==> config.mk <==
export PLATFORM = sky130hd
export DESIGN_NAME = fifo_queue_with_delete_by_value
export DESIGN_NICKNAME = d
export VERILOG_FILES = /design/src/rtl/core/fqd_pkg.sv /design/src/rtl/core/fqd_ram.sv /design/src/rtl/core/fqd_free_map.sv /design/src/rtl/core/fifo_queue_with_delete_by_value.sv
export SDC_FILE = /design/constraint.sdc
export NUM_CORES = 1
export LEC_CHECK = 0
export BUFFER_PORTS_ARGS = -buffer_cell sky130_fd_sc_hd__buf_2
export CORE_ASPECT_RATIO = 1.75
export CORE_MARGIN = 5
export CORE_UTILIZATION = 45
export CTS_CLUSTER_SIZE = 24
export DETAILED_ROUTE_END_ITERATION = 8
export PLACE_DENSITY_LB_ADDON = 0.2
export SYNTH_ARGS = -nofsm -noshare
export SYNTH_HDL_FRONTEND = slang
export SYNTH_SLANG_ARGS = --single-unit
export TNS_END_PERCENT = 5
==> constraint.sdc <==
create_clock -name clk_i -period 3.8 [get_ports clk_i]
set_input_delay 0.76 -clock clk_i [delete_from_list [all_inputs] [get_ports clk_i]]
set_output_delay 0.76 -clock clk_i [all_outputs]
set_load 0.005 [all_outputs]
==> src/rtl/core/fqd_pkg.sv <==
`timescale 1ns / 1ps
// ----------------------------------------------------------------------------
// fqd_pkg
// Shared sizes, codes and control types of the linked-list FIFO queue.
// ----------------------------------------------------------------------------
package fqd_pkg;

  localparam int unsigned CAPACITY     = 16;
  localparam int unsigned HANDLE_WIDTH = 16;
  localparam int unsigned SLOT_W       = (CAPACITY > 1) ? $clog2(CAPACITY) : 1;
  localparam int unsigned CNT_W        = $clog2(CAPACITY + 1);

  // Stream payload layout
  localparam int unsigned IN_DATA_W  = 24;
  localparam int unsigned OUT_DATA_W = 24;

  typedef logic [SLOT_W-1:0]       slot_t;
  typedef logic [CNT_W-1:0]        cnt_t;
  typedef logic [HANDLE_WIDTH-1:0] handle_t;

  typedef enum logic [1:0] {
    OP_ENQ = 2'd0,
    OP_DEQ = 2'd1,
    OP_DEL = 2'd2
  } op_e;

  typedef enum logic [1:0] {
    ST_OK        = 2'd0,
    ST_EMPTY     = 2'd1,
    ST_NOT_FOUND = 2'd2,
    ST_FULL      = 2'd3
  } status_e;

  // Control from the sequencer to the free-slot map
  typedef struct packed {
    logic  alloc;
    logic  rel;
    slot_t rel_slot;
  } fm_ctrl_t;

endpackage

==> src/rtl/core/fqd_ram.sv <==
`timescale 1ns / 1ps
// ----------------------------------------------------------------------------
// fqd_ram
// Simple dual-port RAM: one write port, one read port with registered data.
// ----------------------------------------------------------------------------
module fqd_ram #(
  parameter int unsigned WIDTH = 16,
  parameter int unsigned DEPTH = 16,
  localparam int unsigned AW   = (DEPTH > 1) ? $clog2(DEPTH) : 1
) (
  input  logic             clk_i,
  input  logic             we_i,
  input  logic [AW-1:0]    waddr_i,
  input  logic [WIDTH-1:0] wdata_i,
  input  logic [AW-1:0]    raddr_i,
  output logic [WIDTH-1:0] rdata_o
);

  logic [WIDTH-1:0] mem [DEPTH];

  always_ff @(posedge clk_i) begin
    if (we_i) begin
      mem[waddr_i] <= wdata_i;
    end
  end

  always_ff @(posedge clk_i) begin
    rdata_o <= mem[raddr_i];
  end

endmodule

==> src/rtl/core/fqd_free_map.sv <==
`timescale 1ns / 1ps
// ----------------------------------------------------------------------------
// fqd_free_map
// Free-slot bitmap with a lowest-free-slot priority encoder.
// ----------------------------------------------------------------------------
module fqd_free_map import fqd_pkg::*; (
  input  logic     clk_i,
  input  logic     rst_ni,
  input  fm_ctrl_t ctrl_i,
  output slot_t    free_slot_o,
  output logic     any_free_o
);

  logic [CAPACITY-1:0] free_q, free_d;

  // Lowest-numbered free slot wins
  always_comb begin
    free_slot_o = '0;
    for (int i = CAPACITY - 1; i >= 0; i--) begin
      if (free_q[i]) begin
        free_slot_o = SLOT_W'(i);
      end
    end
  end

  assign any_free_o = |free_q;

  always_comb begin
    free_d = free_q;
    if (ctrl_i.alloc) begin
      free_d[free_slot_o] = 1'b0;
    end
    if (ctrl_i.rel) begin
      free_d[ctrl_i.rel_slot] = 1'b1;
    end
  end

  always_ff @(posedge clk_i or negedge rst_ni) begin
    if (!rst_ni) begin
      free_q <= '1;
    end else begin
      free_q <= free_d;
    end
  end

endmodule

==> src/rtl/core/fifo_queue_with_delete_by_value.sv <==
`timescale 1ns / 1ps
// ----------------------------------------------------------------------------
// fifo_queue_with_delete_by_value
// Bounded FIFO of handles kept as a linked list in a slot RAM pair.
// ----------------------------------------------------------------------------
// Sequence: an enqueue passes S_ENQ and a dequeue S_LOOK, then S_RESP loads the result;
//   a delete stays in S_LOOK, following the list entry by entry to a match or the
//   end; a refusal on an empty queue or an unused code goes straight to S_RESP.
// Flow: one request at a time; the next is taken in S_IDLE once the result sits in
//   the output register, which a stall on the output can hold back.
// Reset: queue empty, all slots free; slot RAMs are not cleared.
module fifo_queue_with_delete_by_value import fqd_pkg::*; (
  input  logic                  clk_i,
  input  logic                  rst_ni,
  input  logic                  s_axis_tvalid_i,
  output logic                  s_axis_tready_o,
  // [1:0] operation, [17:2] value, [23:18] zero
  input  logic [IN_DATA_W-1:0]  s_axis_tdata_i,
  output logic                  m_axis_tvalid_o,
  input  logic                  m_axis_tready_i,
  // [1:0] status, [17:2] value_out, [22:18] item_count, [23] empty_flag
  output logic [OUT_DATA_W-1:0] m_axis_tdata_o
);

  typedef enum logic [1:0] {
    S_IDLE,
    S_ENQ,
    S_LOOK,
    S_RESP
  } state_e;

  state_e    state_q, state_d;
  op_e       op_q, op_d;
  handle_t   val_q, val_d;
  slot_t     head_q, head_d, tail_q, tail_d;
  slot_t     cur_q, cur_d, prev_q, prev_d;
  logic      have_prev_q, have_prev_d;
  cnt_t      cnt_q, cnt_d, step_q, step_d;
  status_e   status_q, status_d;
  handle_t   got_q, got_d;
  logic      m_valid_q, m_valid_d;
  logic [OUT_DATA_W-1:0] m_data_q, m_data_d;

  // RAM ports
  logic    hnd_we, nxt_we;
  slot_t   hnd_waddr, nxt_waddr, nxt_wdata, rd_addr;
  handle_t hnd_wdata, hnd_rd;
  slot_t   nxt_rd;

  fm_ctrl_t fm_ctrl;
  slot_t    free_slot;
  logic     any_free;

  logic in_acc;
  cnt_t step_inc;

  assign in_acc   = s_axis_tvalid_i && s_axis_tready_o;
  assign step_inc = step_q + cnt_t'(1);

  assign s_axis_tready_o = (state_q == S_IDLE);
  assign m_axis_tvalid_o = m_valid_q;
  assign m_axis_tdata_o  = m_data_q;

  // Read the head on request, then follow the next pointer during a walk
  assign rd_addr = (state_q == S_LOOK) ? nxt_rd : head_q;

  fqd_ram #(.WIDTH(HANDLE_WIDTH), .DEPTH(CAPACITY)) u_hnd_ram (
    .clk_i   (clk_i),
    .we_i    (hnd_we),
    .waddr_i (hnd_waddr),
    .wdata_i (hnd_wdata),
    .raddr_i (rd_addr),
    .rdata_o (hnd_rd)
  );

  fqd_ram #(.WIDTH(SLOT_W), .DEPTH(CAPACITY)) u_nxt_ram (
    .clk_i   (clk_i),
    .we_i    (nxt_we),
    .waddr_i (nxt_waddr),
    .wdata_i (nxt_wdata),
    .raddr_i (rd_addr),
    .rdata_o (nxt_rd)
  );

  fqd_free_map u_free_map (
    .clk_i       (clk_i),
    .rst_ni      (rst_ni),
    .ctrl_i      (fm_ctrl),
    .free_slot_o (free_slot),
    .any_free_o  (any_free)
  );

  always_comb begin
    state_d     = state_q;
    op_d        = op_q;
    val_d       = val_q;
    head_d      = head_q;
    tail_d      = tail_q;
    cur_d       = cur_q;
    prev_d      = prev_q;
    have_prev_d = have_prev_q;
    cnt_d       = cnt_q;
    step_d      = step_q;
    status_d    = status_q;
    got_d       = got_q;
    m_valid_d   = m_valid_q;
    m_data_d    = m_data_q;

    hnd_we    = 1'b0;
    hnd_waddr = free_slot;
    hnd_wdata = val_q;
    nxt_we    = 1'b0;
    nxt_waddr = tail_q;
    nxt_wdata = free_slot;
    fm_ctrl   = '{alloc: 1'b0, rel: 1'b0, rel_slot: cur_q};

    if (m_valid_q && m_axis_tready_i) begin
      m_valid_d = 1'b0;
    end

    case (state_q)
      S_IDLE: begin
        if (in_acc) begin
          op_d        = op_e'(s_axis_tdata_i[1:0]);
          val_d       = HANDLE_WIDTH'(s_axis_tdata_i[17:2]);
          got_d       = '0;
          status_d    = ST_OK;
          cur_d       = head_q;
          have_prev_d = 1'b0;
          step_d      = '0;
          case (op_e'(s_axis_tdata_i[1:0]))
            OP_ENQ: state_d = S_ENQ;
            OP_DEQ, OP_DEL: begin
              if (cnt_q == '0) begin
                status_d = ST_EMPTY;
                state_d  = S_RESP;
              end else begin
                state_d = S_LOOK;
              end
            end
            default: state_d = S_RESP;
          endcase
        end
      end

      S_ENQ: begin
        if (!any_free || cnt_q >= cnt_t'(CAPACITY)) begin
          status_d = ST_FULL;
        end else begin
          hnd_we        = 1'b1;
          nxt_we        = (cnt_q != '0);
          fm_ctrl.alloc = 1'b1;
          if (cnt_q == '0) begin
            head_d = free_slot;
          end
          tail_d = free_slot;
          cnt_d  = cnt_q + cnt_t'(1);
        end
        state_d = S_RESP;
      end

      S_LOOK: begin
        if (op_q == OP_DEQ) begin
          got_d         = hnd_rd;
          head_d        = nxt_rd;
          fm_ctrl.rel   = 1'b1;
          cnt_d         = cnt_q - cnt_t'(1);
          if (cnt_q == cnt_t'(1)) begin
            head_d = '0;
            tail_d = '0;
          end
          state_d = S_RESP;
        end else if (hnd_rd == val_q) begin
          // Unlink the match and splice its successor in
          if (!have_prev_q) begin
            head_d = nxt_rd;
          end else begin
            nxt_we    = 1'b1;
            nxt_waddr = prev_q;
            nxt_wdata = nxt_rd;
          end
          if (have_prev_q && cur_q == tail_q && step_inc == cnt_q) begin
            tail_d = prev_q;
          end
          fm_ctrl.rel = 1'b1;
          cnt_d       = cnt_q - cnt_t'(1);
          if (cnt_q == cnt_t'(1)) begin
            head_d = '0;
            tail_d = '0;
          end
          state_d = S_RESP;
        end else if (step_inc >= cnt_q) begin
          status_d = ST_NOT_FOUND;
          state_d  = S_RESP;
        end else begin
          // Advance: the read at the successor is already issued
          prev_d      = cur_q;
          have_prev_d = 1'b1;
          cur_d       = nxt_rd;
          step_d      = step_inc;
        end
      end

      S_RESP: begin
        if (!m_valid_q || m_axis_tready_i) begin
          m_valid_d = 1'b1;
          m_data_d  = {(cnt_q == '0), 5'(cnt_q), 16'(got_q), status_q};
          state_d   = S_IDLE;
        end
      end

      default: state_d = S_IDLE;
    endcase
  end

  always_ff @(posedge clk_i or negedge rst_ni) begin
    if (!rst_ni) begin
      state_q     <= S_IDLE;
      head_q      <= '0;
      tail_q      <= '0;
      cnt_q       <= '0;
      m_valid_q   <= 1'b0;
      have_prev_q <= 1'b0;
    end else begin
      state_q     <= state_d;
      head_q      <= head_d;
      tail_q      <= tail_d;
      cnt_q       <= cnt_d;
      m_valid_q   <= m_valid_d;
      have_prev_q <= have_prev_d;
    end
  end

  always_ff @(posedge clk_i) begin
    op_q     <= op_d;
    val_q    <= val_d;
    cur_q    <= cur_d;
    prev_q   <= prev_d;
    step_q   <= step_d;
    status_q <= status_d;
    got_q    <= got_d;
    m_data_q <= m_data_d;
  end

endmodule

==> flow_metrics.tcl, run 1 <==
set metrics [dict create \
    ys_types 69 \
    finalHoldViolations 0 \
    critical_path_buf_inv_count 4 \
    critPathArrivalTime_ps 3280 \
    cts_buffers 40 \
    critPathCaptureType "flip-flop" \
    status "completed" \
    cpPeakStageDelay_ps 620 \
    worstPathRequired_ps 3980 \
    setup_viol 0 \
    worst_hold_slack_ps 329.7 \
    skew_ps 24.93 \
    synth_area_leaders "edfxtp_1, nand2_1, nand3_1" \
    switching_power_w 0.007564 \
    ant_nets 0 \
    hp-class "input pin to asynchronous set/reset pin" \
    slew_viol_final 0 \
    io_buffer_count 47 \
    cts_root_buffer "clkbuf_16" \
    htree_levels 2 \
    overflow 0 \
    power_density_mw_per_mm2 926.0 \
    rsz0062_at_grt "no" \
    leakage_nw 7.347 \
    ys_seq_elements 446 \
    cpMaxStageDelayCell "or4_1" \
    async_flop_share 0.07399 \
    grt_first_pass_wirelength_um 68780 \
    cts_tree "yes" \
    initial_utilization 0.4526 \
    avgSynthCellArea_um2 12.95 \
    first_iter_violations 768 \
    drc 0 \
    synth_top_cell_area_share 0.6425 \
    grt_pass1_vias 11430 \
    ys_warn_count 0 \
    num-fill-cells 3454 \
    p_comb_frac 0.394 \
    dp.final_hpwl_um 28590 \
    via_count 11320 \
    clock_sinks 446 \
    placed_area_mm2 0.01943 \
    seq_power_share 0.389 \
    crit_family "simple AND/OR/NAND/NOR gates" \
    p_clk_frac 0.217 \
    antenna_cells 0 \
    clk_path_buf_depth 3 \
    fmax_ghz 0.3224 \
    gp_congestion 0.8440 \
    core_mm2 0.04059 \
    synth_edf_count 393 \
    clk_pin_slew_worst_paths_ps 70 \
    crit_chain "inv_1, ha_1, buf_4, inv_1, or4_1, nor2_1, buf_4, o21a_1" \
    min_period_over_period 0.8163 \
    pin_count 54 \
    syn2layout_area_growth_pct 13.23 \
    period_needed_ps 3102 \
    grt_max_degree 90 \
    synth_area_mm2 0.01837 \
    synth-main-ff-cell "edfxtp_1" \
    drive_gt1_frac 0.1459 \
    clk-insertion-delay-late_ps 550 \
    synth-seq-area-share 0.7104 \
    critPathKind "flip-flop to flip-flop" \
    cts_hold_buf 0 \
    switching_share 0.3928 \
    die_area_mm2 0.04512 \
    stdcell_area_mm2 0.02080 \
    syn_inst 1418 \
    intPower_w 0.01169 \
    fp.dieH_um 277.3 \
    antenna_found_initial 0 \
    synth_area_leader_cell "edfxtp_1" \
    track_usage 0.2004 \
    cts_resized 0 \
    worstPathMaxFanout 17 \
    die_w_um 162.7 \
    ir_drop_mv 0.7078 \
    drt-pass1-iter-count 5 \
    viasPerCell 5.480 \
    fp-row-count 98 \
    syn_nets 1463 \
    wl_per_cell_um 21.91 \
    tightest_slew_ps 1003 \
    wl_um 45250 \
    start_kind "flip-flop" \
    postCtsSetupRepairBufs 0 \
    drv_cap 0 \
    nets 1528 \
    tns_ps 0 \
    relSlewSlack 0.3315 \
]
-- per-layer routing --
metal | vias to the layer above | GRT usage | wire length [um]
met4 | 0 | 0.08351 | 1892
met1 | 5611 | 0.2382 | 17000
met3 | 97 | 0.02096 | 1826
met5 | - | 0 | 0
li1 | 5299 | - | -
met2 | 309 | 0.3661 | 24530
-- cell families (layout without fill, tap and decap cells) --
logic type | count (synthesis) | after routing | synth area share
fa+ha+maj | 17 | 17 | 0.01158
compound gates | 133 | 133 | 0.05286
flops | 446 | 446 | 0.7104
xor+xnor | 28 | 28 | 0.01335
buf+inv | 100 | 197 | 0.02602
mux | 21 | 21 | 0.01356
simple gates | 673 | 673 | 0.1723
-- layout make-up --
class                   instances  area, um2  share of cell area
inverters                      27      103.9            0.004993
well taps                     550      688.2             0.03309
multi-input cells             872       4923              0.2367
flip-flops and latches        446      13050              0.6274
repair buffers                 96      665.6             0.03201
clock inverters                16      197.7            0.009506
clock buffers                  58       1171             0.05631
-- cells in the final DEF (no fill, tap or decap), types with 7 or more instances in the layout --
cell	count
nor4_4	7
dfxtp_1	20
clkbuf_16	42
buf_2	47
a311oi_1	40
nor2_1	38
nand2b_1	7
inv_1	24
dfstp_2	16
ha_1	17
xnor2_1	8
a31oi_1	26
clkbuf_1	10
a21oi_1	19
o21ai_0	14
nor2b_1	12
nand2_1	354
and2_1	27
dfrtp_1	17
edfxtp_1	393
xor2_1	20
and3_1	23
mux2i_1	9
nand3_1	168
buf_4	44
-- Yosys cell counts (12+ instances only) --
master      n
dfstp_2    16
a311oi_1   40
clkbuf_1   29
nor2_1     41
nor2b_1    12
ha_1       17
a21oi_1    19
dfrtp_1    17
o21ai_0    14
a31oi_1    26
inv_1      24
buf_2      31
nand2_1   354
and2_1     27
and3_1     23
xor2_1     20
nand3_1   168
dfxtp_1    20
edfxtp_1  393
-- power by group through the flow --
stage                     logic (W)  clock network [W]  registers [W]
after floorplan             0.00518                  0        0.00734
after global placement      0.00757                  0        0.00759
after detailed placement    0.00767                  0        0.00761
after CTS                   0.00770            0.00426        0.00751
after global routing        0.00838            0.00445        0.00758
final                       0.00760            0.00417        0.00749
-- state kept, by name, summed over array words and instances, names as in the netlist, 4 cells and up --
signal	flops
cnt_q	5
cur_q	4
got_q	16
head_q	4
hnd_wdata	16
m_axis_tdata_o	24
prev_q	4
step_q	5
tail_q	4
u_free_map.free_q	16
u_hnd_ram.mem	256
u_hnd_ram.rdata_o	16
u_nxt_ram.mem	64
u_nxt_ram.rdata_o	4
-- through the flow --
step,setup WS [ps],cells,util,total power [W]
after floorplan,667.1,1418,-,0.01251
after global placement,762.8,1991,0.4787,0.01516
after detailed placement,715.2,1991,0.4787,0.01528
after CTS,672.9,2065,0.5124,0.01947
after global routing,550.2,2065,0.5124,0.02041
final,698.1,2065,0.5124,0.01926
-- path summary, 6_finish.rpt --
kind,start,endpoint,slack [ps],depth (start not counted)
setup / recovery,state_q[0]$_DFFE_PN0P_,step_q[0]$_SDFFCE_PN0P_,700,8
hold / removal,rst_ni,tail_q[3]$_DFFE_PN0P_,330,1
setup reg to reg,state_q[0]$_DFFE_PN0P_,step_q[0]$_SDFFCE_PN0P_,700,8
hold reg to reg,got_q[2]$_SDFFCE_PN0P_,m_axis_tdata_o[4]$_DFFE_PP_,420,0
max in group asynchronous,rst_ni,tail_q[1]$_DFFE_PN0P_,2920,1
min in group clk_i,s_axis_tdata_i[14],hnd_wdata[12]$_DFFE_PP_,380,1
Note: power is estimated with default switching activity, not from simulation.
==> run 2: changes to the inputs <==
==> constraint.sdc (replaced) <==
create_clock -name clk_i -period 2.6 [get_ports clk_i]
set_input_delay 0.52 -clock clk_i [delete_from_list [all_inputs] [get_ports clk_i]]
set_output_delay 0.52 -clock clk_i [all_outputs]
set_load 0.005 [all_outputs]
==> run 2 against run 1 <==
  * The run now ends with negative setup slack left
  * Flip-flop and latch count unchanged
  * Cell count rose by 4.0%
  * Core utilization rose by 2.8 points
  * Global-route usage rose by 0.46 points
  * Combinational power up 79%
  * Count of clock-buffer cells in the layout shrank 4
  * Clock skew is 8.9 ps lower
  * Sequential share of layout area down 3.2 points
  * First-iteration DRC count increased by 36%
==> flow_metrics.tcl, run 2 (synthesis gave the netlist of run 1 again) <==
set metrics [dict create \
    htree_levels 2 \
    cts_tree "yes" \
    antenna_found_initial 0 \
    initial_utilization 0.4526 \
    finalHoldViolations 0 \
    grt_max_degree 51 \
    slew_viol_final 0 \
    ir_drop_mv 0.6536 \
    core_mm2 0.04059 \
    drc 0 \
    start_kind "flip-flop" \
    io_buffer_count 47 \
    grtUsageMet3 0.02126 \
    worstPathMaxFanout 3 \
    drt-pass1-iter-count 5 \
    num-fill-cells 3339 \
    fp-row-count 98 \
    first_iter_violations 1045 \
    die_w_um 162.7 \
    clk_path_buf_depth 3 \
    clk-insertion-delay-late_ps 560 \
    via_count 11840 \
    wl_per_cell_um 22.18 \
    worstPathRequired_ps 3040 \
    pin_count 54 \
    critPathCaptureType "flip-flop" \
    min_period_over_period 1.003 \
    dp.final_hpwl_um 30310 \
    nets 1612 \
    period_needed_ps 2608 \
    fmax_ghz 0.3835 \
    status "finished, violations left" \
    met2_usage 0.3970 \
    violations "negative setup slack" \
    power_w 0.03038 \
    viasPerCell 5.511 \
    multi_input_area_mm2 0.005111 \
    setup_slack_ps -7.535 \
    overflow 0 \
    final_cell_mix "edfxtp_1, nand2_1, nand3_1, buf_4, buf_2" \
    syn2layout_area_growth_pct 19.37 \
    busiest_layer "met2" \
    clock_sinks 446 \
    largest_reg_flops 256 \
    drive_gt1_frac 0.2065 \
    power_density_mw_per_mm2 1386 \
    track_usage 0.2050 \
    drv_cap 0 \
    clk_pin_slew_worst_paths_ps 70 \
    stdcell_count 2148 \
    antenna_cells 0 \
    met1_usage 0.2274 \
    cts_buffers 40 \
    gp_congestion 0.9061 \
    tns_ps -7.535 \
    fp.dieH_um 277.3 \
    seqCellArea_mm2 0.01305 \
    die_area_mm2 0.04512 \
    tightest_slew_ps 832.0 \
    relSlewSlack 0.4453 \
    rsz0062_at_grt "yes" \
    setup_viol 1 \
    wl_um 47640 \
    cts_root_buffer "clkbuf_16" \
    grt_first_pass_wirelength_um 70130 \
    hp-class "input pin to asynchronous set/reset pin" \
    top_register "u_hnd_ram.mem" \
    layout_commonest_cell "edfxtp_1" \
    leakage_nw 7.903 \
    grt_pass1_vias 11850 \
    ant_nets 0 \
    post-place-ws_ps -142.3 \
    critPathArrivalTime_ps 3050 \
    placed_cells 2066 \
    skew_ps 15.99 \
    critPathKind "flip-flop to flip-flop" \
]
[run 2: changes by cell type in the layout (fill, tap and decap cells not counted), sizes merged]
cell	previous run	this run
buf	96	177
inv	27	30
clkinv	11	12
clkbuf	58	57
bufinv	4	3
[run 2: worst max-delay path, cell delays in order (launching register included)]
cell,delay (ps)
edfxtp_1,370
ha_2,200
nand3_2,90
xnor2_2,150
ha_1,310
nand3_2,90
buf_4,140
or4_4,540
o21ai_4,190
nand2_2,110
mux2_4,310
[run 2: worst paths after layout]
| kind | to | slack (ps) | start | cells after the start |
|---|---|---|---|---|
| min in group clk_i | hnd_wdata[3]$_DFFE_PP_ | 140 | s_axis_tdata_i[5] | 1 |
| setup / recovery | tail_q[1]$_DFFE_PN0P_ | -8 | step_q[0]$_SDFFCE_PN0P_ | 10 |
| setup reg to reg | tail_q[1]$_DFFE_PN0P_ | -8 | step_q[0]$_SDFFCE_PN0P_ | 10 |
| hold reg to reg | m_axis_tdata_o[17]$_DFFE_PP_ | 420 | got_q[15]$_SDFFCE_PN0P_ | 0 |
| hold / removal | tail_q[2]$_DFFE_PN0P_ | 50 | rst_ni | 1 |
| max in group asynchronous | state_q[1]$_DFFE_PN0P_ | 2010 | rst_ni | 1 |
[run 2: layer usage]
metal	vias to the layer above	share of wire	wire length [um]
li1	5465	-	-
met1	5909	0.36	17180
met2	346	0.56	26700
met3	118	0.043	2036
met4	0	0.036	1722
met5	-	0	0
[run 2: what timing repair did]
item / CTS / global route
buffers inserted: 1 / 5
hold buffers: 0 / 0
gates cloned: 0 / 3
gates resized for setup: 11 / 32
endpoints found under the setup margin: 69 / 112
pin swaps: 1 / 8
[run 2: per-stage QoR]
| step | utilization | hold WS (ps) | instance area, um2 |
|---|---|---|---|
| after global placement | 0.5000 | 400.6 | 20290 |
| final | 0.5402 | 52.55 | 21920 |
| after global routing | 0.5402 | 122.2 | 21920 |
| after floorplan | - | 224.4 | 18380 |
| after CTS | 0.5333 | 66.24 | 21640 |
| after detailed placement | 0.5000 | 404.5 | 20290 |
[run 2: layout make-up]
type,count,share of cell area
Timing Repair Buffer,180,0.07676
Multi-Input combinational cell,872,0.2331
Clock inverter,19,0.008218
Clock buffer,54,0.05039
Inverter,27,0.004965
Tap cell,550,0.03139
Sequential cell,446,0.5952
[run 2: report_power, final]
part / internal, W / total (W) / switching [W]
Combinational: 0.00521 / 0.0136 / 0.00843
Sequential: 0.00995 / 0.0109 / 0.000910
Clock: 0.00330 / 0.00587 / 0.00257
Total: 0.0185 / 0.0304 / 0.0119
